$ cat src/rtl/core/hsv2rgb_pkg.sv
`timescale 1ns / 1ps

package hsv2rgb_pkg;

   localparam int IN_W  = 12;   // hue, saturation, brightness
   localparam int OUT_W = 8;    // one color channel
   localparam int H6_W  = 15;   // 6 * hue
   localparam int Q_W   = 12;   // quotient of a divide by full scale, at most 4095

   // Divide by 255 through a reciprocal: exact for any dividend below 2**DIV_W.
   localparam int DIV_W    = 20;
   localparam int RECIP_W  = 21;
   localparam int RECIP_SH = 28;
   localparam logic [RECIP_W-1:0] RECIP_255 = 21'd1052689;   // ceil(2**28 / 255)

   localparam logic [OUT_W-1:0] CH_MAX = 8'd255;

   // Hue sectors: first channel at max, second one ramps.
   typedef enum logic [2:0] {
      SEC_RED_GRN = 3'd0,
      SEC_GRN_RED = 3'd1,
      SEC_GRN_BLU = 3'd2,
      SEC_BLU_GRN = 3'd3,
      SEC_BLU_RED = 3'd4,
      SEC_RED_BLU = 3'd5
   } sector_type;

   typedef struct packed {
      logic             valid;
      logic             gray;     // saturation zero
      logic             sec_ok;   // sector in 0..5
      sector_type       sector;
      logic [OUT_W-1:0] top;      // max channel, saturated
   } ctl_type;

endpackage

$ cat src/rtl/core/hsv2rgb_front.sv
`timescale 1ns / 1ps

module hsv2rgb_front #(
   parameter int FRAC_BITS = 4,
   localparam int VSH_W = 16 - FRAC_BITS,
   localparam int HW    = 9 + FRAC_BITS,
   localparam int FS_W  = 8 + FRAC_BITS,
   localparam int CW    = (FS_W > 12) ? FS_W : 12,
   localparam int RST_W = 12 + CW
) (
   input  logic                          clock,
   input  logic                          reset,
   input  logic                          in_valid,
   input  logic [hsv2rgb_pkg::IN_W-1:0]  hue,
   input  logic [hsv2rgb_pkg::IN_W-1:0]  sat,
   input  logic [hsv2rgb_pkg::IN_W-1:0]  val,
   output hsv2rgb_pkg::ctl_type          ctl_ff,
   output logic [VSH_W-1:0]              vs_hi_ff,
   output logic [HW-1:0]                 ramp_ff,
   output logic [RST_W-1:0]              rest_ff
);
   import hsv2rgb_pkg::*;

   localparam int SPAN_SH = 8 + FRAC_BITS;
   localparam int TW      = (HW + 1 > H6_W) ? HW + 1 : H6_W;
   localparam logic [CW-1:0] FULL_SCALE = CW'(255) << FRAC_BITS;

   logic [CW-1:0]        s_w, v_w, s_c, v_c, s_rem;
   logic [2*IN_W-1:0]    vs;
   logic [H6_W-1:0]      h6, sec_raw, base;
   logic [TW-1:0]        t_w, hs_w;
   logic [IN_W-1:0]      v_top;
   ctl_type              ctl_in;
   logic [VSH_W-1:0]     vs_hi_in;
   logic [HW-1:0]        ramp_in;
   logic [RST_W-1:0]     rest_in;

   always_comb begin
      // clamp to full scale
      s_w   = CW'(sat);
      v_w   = CW'(val);
      s_c   = (s_w > FULL_SCALE) ? FULL_SCALE : s_w;
      v_c   = (v_w > FULL_SCALE) ? FULL_SCALE : v_w;
      s_rem = FULL_SCALE - s_c;

      vs       = (2*IN_W)'(v_c[IN_W-1:0]) * (2*IN_W)'(s_c[IN_W-1:0]);
      vs_hi_in = vs[2*IN_W-1:SPAN_SH];
      rest_in  = RST_W'(v_c[IN_W-1:0]) * RST_W'(s_rem);

      // sector and triangle ramp over the sector pair
      h6      = H6_W'(hue) * H6_W'(6);
      sec_raw = h6 >> SPAN_SH;
      base    = (sec_raw & ~H6_W'(1)) << SPAN_SH;
      t_w     = TW'(h6 - base);
      hs_w    = TW'(1) << SPAN_SH;
      ramp_in = (t_w < hs_w) ? HW'(t_w) : HW'((hs_w << 1) - t_w);

      v_top          = v_c[IN_W-1:0] >> FRAC_BITS;
      ctl_in.valid   = in_valid;
      ctl_in.gray    = (s_c == '0);
      ctl_in.sec_ok  = (sec_raw <= H6_W'(SEC_RED_BLU));
      ctl_in.sector  = ctl_in.sec_ok ? sector_type'(sec_raw[2:0]) : SEC_RED_GRN;
      ctl_in.top     = (v_top > IN_W'(CH_MAX)) ? CH_MAX : v_top[OUT_W-1:0];
   end

   always_ff @(posedge clock) begin
      if (reset) begin
         ctl_ff <= '0;
      end else begin
         ctl_ff <= ctl_in;
      end
      vs_hi_ff <= vs_hi_in;
      ramp_ff  <= ramp_in;
      rest_ff  <= rest_in;
   end

endmodule

$ cat src/rtl/core/hsv2rgb_scale.sv
`timescale 1ns / 1ps

module hsv2rgb_scale #(
   parameter int FRAC_BITS = 4,
   localparam int VSH_W = 16 - FRAC_BITS,
   localparam int HW    = 9 + FRAC_BITS,
   localparam int FS_W  = 8 + FRAC_BITS,
   localparam int CW    = (FS_W > 12) ? FS_W : 12,
   localparam int RST_W = 12 + CW
) (
   input  logic                          clock,
   input  logic                          reset,
   input  hsv2rgb_pkg::ctl_type          ctl_i,
   input  logic [VSH_W-1:0]              vs_hi,
   input  logic [HW-1:0]                 ramp,
   input  logic [RST_W-1:0]              rest,
   output hsv2rgb_pkg::ctl_type          ctl_ff,
   output logic [hsv2rgb_pkg::Q_W-1:0]   qx_ff,
   output logic [hsv2rgb_pkg::Q_W-1:0]   qm_ff
);
   import hsv2rgb_pkg::*;

   localparam int XW    = VSH_W + HW;
   localparam int SUM_W = ((XW > RST_W) ? XW : RST_W) + 1;
   localparam int PW    = DIV_W + RECIP_W;

   // stage 2: ramp product
   ctl_type           ctl2_ff;
   logic [XW-1:0]     x_ff, x_in;
   logic [RST_W-1:0]  rest2_ff;
   // stage 3: sum, drop fraction bits
   ctl_type           ctl3_ff;
   logic [SUM_W-1:0]  sum;
   logic [DIV_W-1:0]  nx_ff, nx_in, nm_ff, nm_in;
   // stage 4: divide by 255
   logic [PW-1:0]     px, pm;
   logic [Q_W-1:0]    qx_in, qm_in;

   always_comb begin
      x_in  = XW'(vs_hi) * XW'(ramp);
      sum   = SUM_W'(x_ff) + SUM_W'(rest2_ff);
      nx_in = sum[FRAC_BITS +: DIV_W];
      nm_in = rest2_ff[FRAC_BITS +: DIV_W];
      px    = PW'(nx_ff) * PW'(RECIP_255);
      pm    = PW'(nm_ff) * PW'(RECIP_255);
      qx_in = px[RECIP_SH +: Q_W];
      qm_in = pm[RECIP_SH +: Q_W];
   end

   always_ff @(posedge clock) begin
      if (reset) begin
         ctl2_ff <= '0;
         ctl3_ff <= '0;
         ctl_ff  <= '0;
      end else begin
         ctl2_ff <= ctl_i;
         ctl3_ff <= ctl2_ff;
         ctl_ff  <= ctl3_ff;
      end
      x_ff     <= x_in;
      rest2_ff <= rest;
      nx_ff    <= nx_in;
      nm_ff    <= nm_in;
      qx_ff    <= qx_in;
      qm_ff    <= qm_in;
   end

endmodule

$ cat src/rtl/core/hsv_to_rgb_fixed_point_unit.sv
`timescale 1ns / 1ps

// channel   ports                                         handshake
// --------  --------------------------------------------  -----------------------------
// request   req_hue, req_saturation, req_brightness       taken when start && !busy
// response  rsp_red, rsp_green, rsp_blue                  one-cycle strobe rsp_valid
//
// One item per clock; busy is always low since no stage ever waits.
// From the accepting edge to the result register the pipe runs through these steps in order:
// clamp and products, ramp multiply, sum, reciprocal divide by 255, channel select.
// Reset (synchronous, active high) clears the control words of the pipe and rsp_valid; data registers are not reset.
// The receiver cannot stall, so results leave on the fixed schedule.

module hsv_to_rgb_fixed_point_unit #(
   parameter int FRAC_BITS = 4
) (
   input  logic                          clock,
   input  logic                          reset,
   input  logic                          start,
   output logic                          busy,
   input  logic [hsv2rgb_pkg::IN_W-1:0]  req_hue,
   input  logic [hsv2rgb_pkg::IN_W-1:0]  req_saturation,
   input  logic [hsv2rgb_pkg::IN_W-1:0]  req_brightness,
   output logic                          rsp_valid,
   output logic [hsv2rgb_pkg::OUT_W-1:0] rsp_red,
   output logic [hsv2rgb_pkg::OUT_W-1:0] rsp_green,
   output logic [hsv2rgb_pkg::OUT_W-1:0] rsp_blue
);
   import hsv2rgb_pkg::*;

   localparam int VSH_W = 16 - FRAC_BITS;
   localparam int HW    = 9 + FRAC_BITS;
   localparam int FS_W  = 8 + FRAC_BITS;
   localparam int CW    = (FS_W > 12) ? FS_W : 12;
   localparam int RST_W = 12 + CW;
   localparam logic [Q_W:0] ROUND_HALF = (Q_W + 1)'(1) << (FRAC_BITS - 1);

   ctl_type            ctl1, ctl4;
   logic [VSH_W-1:0]   vs_hi;
   logic [HW-1:0]      ramp;
   logic [RST_W-1:0]   rest;
   logic [Q_W-1:0]     qx, qm;

   logic [Q_W:0]       x_round;
   logic [Q_W-1:0]     m_shift;
   logic [OUT_W-1:0]   mid, lo;
   logic               valid_in;
   logic [OUT_W-1:0]   red_in, green_in, blue_in;

   // pipe never holds, so the request side is always open
   assign busy = 1'b0;

   hsv2rgb_front #(.FRAC_BITS(FRAC_BITS)) u_front (
      .clock    (clock),
      .reset    (reset),
      .in_valid (start & ~busy),
      .hue      (req_hue),
      .sat      (req_saturation),
      .val      (req_brightness),
      .ctl_ff   (ctl1),
      .vs_hi_ff (vs_hi),
      .ramp_ff  (ramp),
      .rest_ff  (rest)
   );

   hsv2rgb_scale #(.FRAC_BITS(FRAC_BITS)) u_scale (
      .clock  (clock),
      .reset  (reset),
      .ctl_i  (ctl1),
      .vs_hi  (vs_hi),
      .ramp   (ramp),
      .rest   (rest),
      .ctl_ff (ctl4),
      .qx_ff  (qx),
      .qm_ff  (qm)
   );

   // stage 5: round, saturate, route by sector
   always_comb begin
      x_round = ((Q_W + 1)'(qx) + ROUND_HALF) >> FRAC_BITS;
      m_shift = qm >> FRAC_BITS;
      mid     = (x_round > (Q_W + 1)'(CH_MAX)) ? CH_MAX : x_round[OUT_W-1:0];
      lo      = (m_shift > Q_W'(CH_MAX)) ? CH_MAX : m_shift[OUT_W-1:0];

      valid_in = ctl4.valid;
      red_in   = '0;
      green_in = '0;
      blue_in  = '0;
      if (ctl4.gray) begin
         red_in   = ctl4.top;
         green_in = ctl4.top;
         blue_in  = ctl4.top;
      end else if (ctl4.sec_ok) begin
         unique case (ctl4.sector)
            SEC_RED_GRN: begin red_in = ctl4.top; green_in = mid;      blue_in = lo;       end
            SEC_GRN_RED: begin red_in = mid;      green_in = ctl4.top; blue_in = lo;       end
            SEC_GRN_BLU: begin red_in = lo;       green_in = ctl4.top; blue_in = mid;      end
            SEC_BLU_GRN: begin red_in = lo;       green_in = mid;      blue_in = ctl4.top; end
            SEC_BLU_RED: begin red_in = mid;      green_in = lo;       blue_in = ctl4.top; end
            SEC_RED_BLU: begin red_in = ctl4.top; green_in = lo;       blue_in = mid;      end
            default:     begin red_in = '0;       green_in = '0;       blue_in = '0;       end
         endcase
      end
   end

   always_ff @(posedge clock) begin
      if (reset) begin
         rsp_valid <= 1'b0;
      end else begin
         rsp_valid <= valid_in;
      end
      rsp_red   <= red_in;
      rsp_green <= green_in;
      rsp_blue  <= blue_in;
   end

endmodule
$ cat config.mk
export PLATFORM = sky130hd
export DESIGN_NAME = hsv_to_rgb_fixed_point_unit
export DESIGN_NICKNAME = d
export VERILOG_FILES = /design/src/rtl/core/hsv2rgb_pkg.sv /design/src/rtl/core/hsv2rgb_front.sv /design/src/rtl/core/hsv2rgb_scale.sv /design/src/rtl/core/hsv_to_rgb_fixed_point_unit.sv
export SDC_FILE = /design/constraint.sdc
export NUM_CORES = 2
export LEC_CHECK = 0
export ABC_AREA = 1
export BUFFER_PORTS_ARGS = -buffer_cell sky130_fd_sc_hd__buf_4
export CAP_MARGIN = 0
export CORE_MARGIN = 4
export CORE_UTILIZATION = 30
export CTS_CLUSTER_SIZE = 16
export DETAILED_ROUTE_END_ITERATION = 10
export GPL_ROUTABILITY_DRIVEN = 0
export GPL_TIMING_DRIVEN = 0
export PLACE_DENSITY = 0.49
export SYNTH_ARGS = -nofsm -noshare
export SYNTH_HDL_FRONTEND = slang
export SYNTH_HIERARCHICAL = 1
export SYNTH_SLANG_ARGS = --single-unit
$ cat constraint.sdc
create_clock -name clock -period 18.6 [get_ports clock]
set_input_delay 3.72 -clock clock [delete_from_list [all_inputs] [get_ports clock]]
set_output_delay 3.72 -clock clock [all_outputs]
set_load 0.02 [all_outputs]
==> impl_metrics.yaml <==
synth:
  syn_inst: 4071
  syn-num-nets: 4907
  synth-warning-count: 6
  syn_area_per_cell_um2: 7.38
  syn_area_um2: 30000
timing:
  rsz0062_at_grt: "no"
  fin_crit_ns: 9.52
  setup_violations: 0
  finalMaxSlewViolations: 0
  finalClockSkew_ns: 0.0278
  timing.fmax_mhz: 105
  period_share: 0.512
  slew_headroom: 0.311
  worst_slew_pin_slew_ns: 1.03
  hold_viol: 0
  fin_tns_setup_ns: 0
floorplan:
  start_util: 0.304
  io_pins: 65
  coreArea_um2: 98900
  num_rows: 115
  die_x_um: 324
  die_h_um: 324
  dieArea_um2: 105000
run_status:
  status: "completed"
clock_network:
  cts_resized: 0
  cts_hold_buf: 0
  clk_latency_ns: 0.58
  cts.sinks: 234
  clk_pin_slew_worst_paths_ns: 0.06
  cts.path.max_buffers: 3
  cts_max_level: 1
  clock-root-buffer: "clkbuf_16"
  cts_buffers: 27
  cts_tree: "done"
  post_cts_buffers: 0
flow_run:
  max_cap_viol_count: 0
global_routing:
  grt_pass1_vias: 25247
  grt_pass1_wl_um: 131000
  grt_max_degree: 15
  grt_overflow_total: 0
  grt_antenna_before_repair: 0
  grt_usage: 0.153
routing:
  routed_wirelength_um: 79000
  routed-wl-met2_um: 37200
  wire_per_inst_um: 14.4
  dr.pass1.iters: 6
  top_layer_used: "met4"
  num_vias: 24206
  drt-initial-drc-count: 1390
  met1_length_um: 37000
  drcViolationCount: 0
  vias_per_cell: 4.43
  antenna_left: 0
  wl_met3_um: 3020
setup_path:
  cp.arrival_ns: 9.96
  start_kind: "input port"
  critical_path_class: "input port to flip-flop"
  cp.required_ns: 19.05
  worstPathMaxFanout: 10
  crit_path_end_kind: "flip-flop"
placement:
  place.port_buffers: 62
  dpl-instance-area_um2: 32100
  place_hpwl_um: 68500
cells_and_area:
  area_growth_pct: 10.2
  n_fill_cell: 10683
  antenna_cells: 0
  drive_above_1_share: 0.0469
  design_area_um2: 33100
  layout.nets: 4998
min_path:
  hp-class: "flip-flop to flip-flop"
-- placed cells by master (no fill, tap or decap), types with 10 or more instances in the layout --
cell type  instances
a21o_1            10
a21oi_1          152
buf_4             65
clkbuf_1          61
clkbuf_16         27
dfxtp_1          234
fa_1             333
ha_1             464
inv_1            914
inv_2             11
nand2_1         1127
nand2_2           23
nand3_1          112
nand4_1           23
nor2_1           307
nor2_2            13
nor3_1            33
o21ai_0           62
o21bai_1          20
xnor2_1           21
xor2_1            52
-- critical path, cell delays in order --
cell	delay [ns]
buf_4	0.18
nand2_1	0.09
nor2_1	0.05
nand3_2	0.09
nand2_1	0.32
inv_1	0.41
clkbuf_1	0.57
nand2_1	0.16
fa_1	0.55
inv_1	0.06
fa_1	0.51
fa_1	0.56
inv_1	0.06
fa_1	0.54
inv_1	0.06
fa_1	0.50
ha_1	0.37
nand2_1	0.15
nor4_1	0.40
nand4_1	0.21
nand2_1	0.16
nand2_1	0.09
nand3_1	0.07
nand2_1	0.07
-- path summary, 6_finish.rpt --
check                      startpoint              endpoint  slack, ns  cells past startpoint
hold reg to reg   u_front/rest_ff[22]  u_scale/rest2_ff[22]       0.31                      0
hold / removal    u_front/rest_ff[22]  u_scale/rest2_ff[22]       0.31                      0
setup / recovery   req_brightness[11]   u_front/vs_hi_ff[9]       9.08                     24
setup reg to reg  u_front/vs_hi_ff[9]      u_scale/x_ff[17]      13.35                     17
-- sequential cells by signal, summed over array words and instances (netlist names) --
register          count
u_scale/ctl_ff       14
u_scale/qx_ff         9
rsp_red               8
u_scale/qm_ff         8
rsp_green             8
u_front/ramp_ff      12
u_scale/rest2_ff     24
u_scale/nx_ff        20
rsp_valid             1
u_scale/nm_ff        20
rsp_blue              8
u_front/ctl_ff       14
u_front/rest_ff      24
u_scale/ctl3_ff      14
u_scale/ctl2_ff      14
u_scale/x_ff         24
u_front/vs_hi_ff     12
-- layer usage --
metal | global-route usage | vias up
met5 | 0 | -
met4 | 0.0350 | 0
met3 | 0.0179 | 82
met2 | 0.267 | 412
met1 | 0.202 | 11230
li1 | - | 12482
-- cell type report --
class | count | area, um^2 | area share
Timing Repair Buffer | 62 | 465 | 0.0141
Buffer | 70 | 284 | 0.00858
Inverter | 929 | 3490 | 0.105
Clock inverter | 16 | 269 | 0.00812
Sequential cell | 234 | 4680 | 0.141
Multi-Input combinational cell | 2838 | 21600 | 0.652
Tap cell | 1287 | 1610 | 0.0486
Clock buffer | 34 | 732 | 0.0221
-- through the flow --
stage	setup WS [ns]	utilization	std cells	hold WS, ns
floorplan	9.48	-	4071	0.310
global placement	8.50	0.325	5420	0.311
detailed placement	8.45	0.325	5420	0.312
CTS	9.09	0.335	5470	0.304
global route	8.69	0.335	5470	0.323
finish	9.08	0.335	5470	0.310
Power is not shown: default switching activity piles up to over one toggle a cycle in this logic, so the estimate is an artifact.
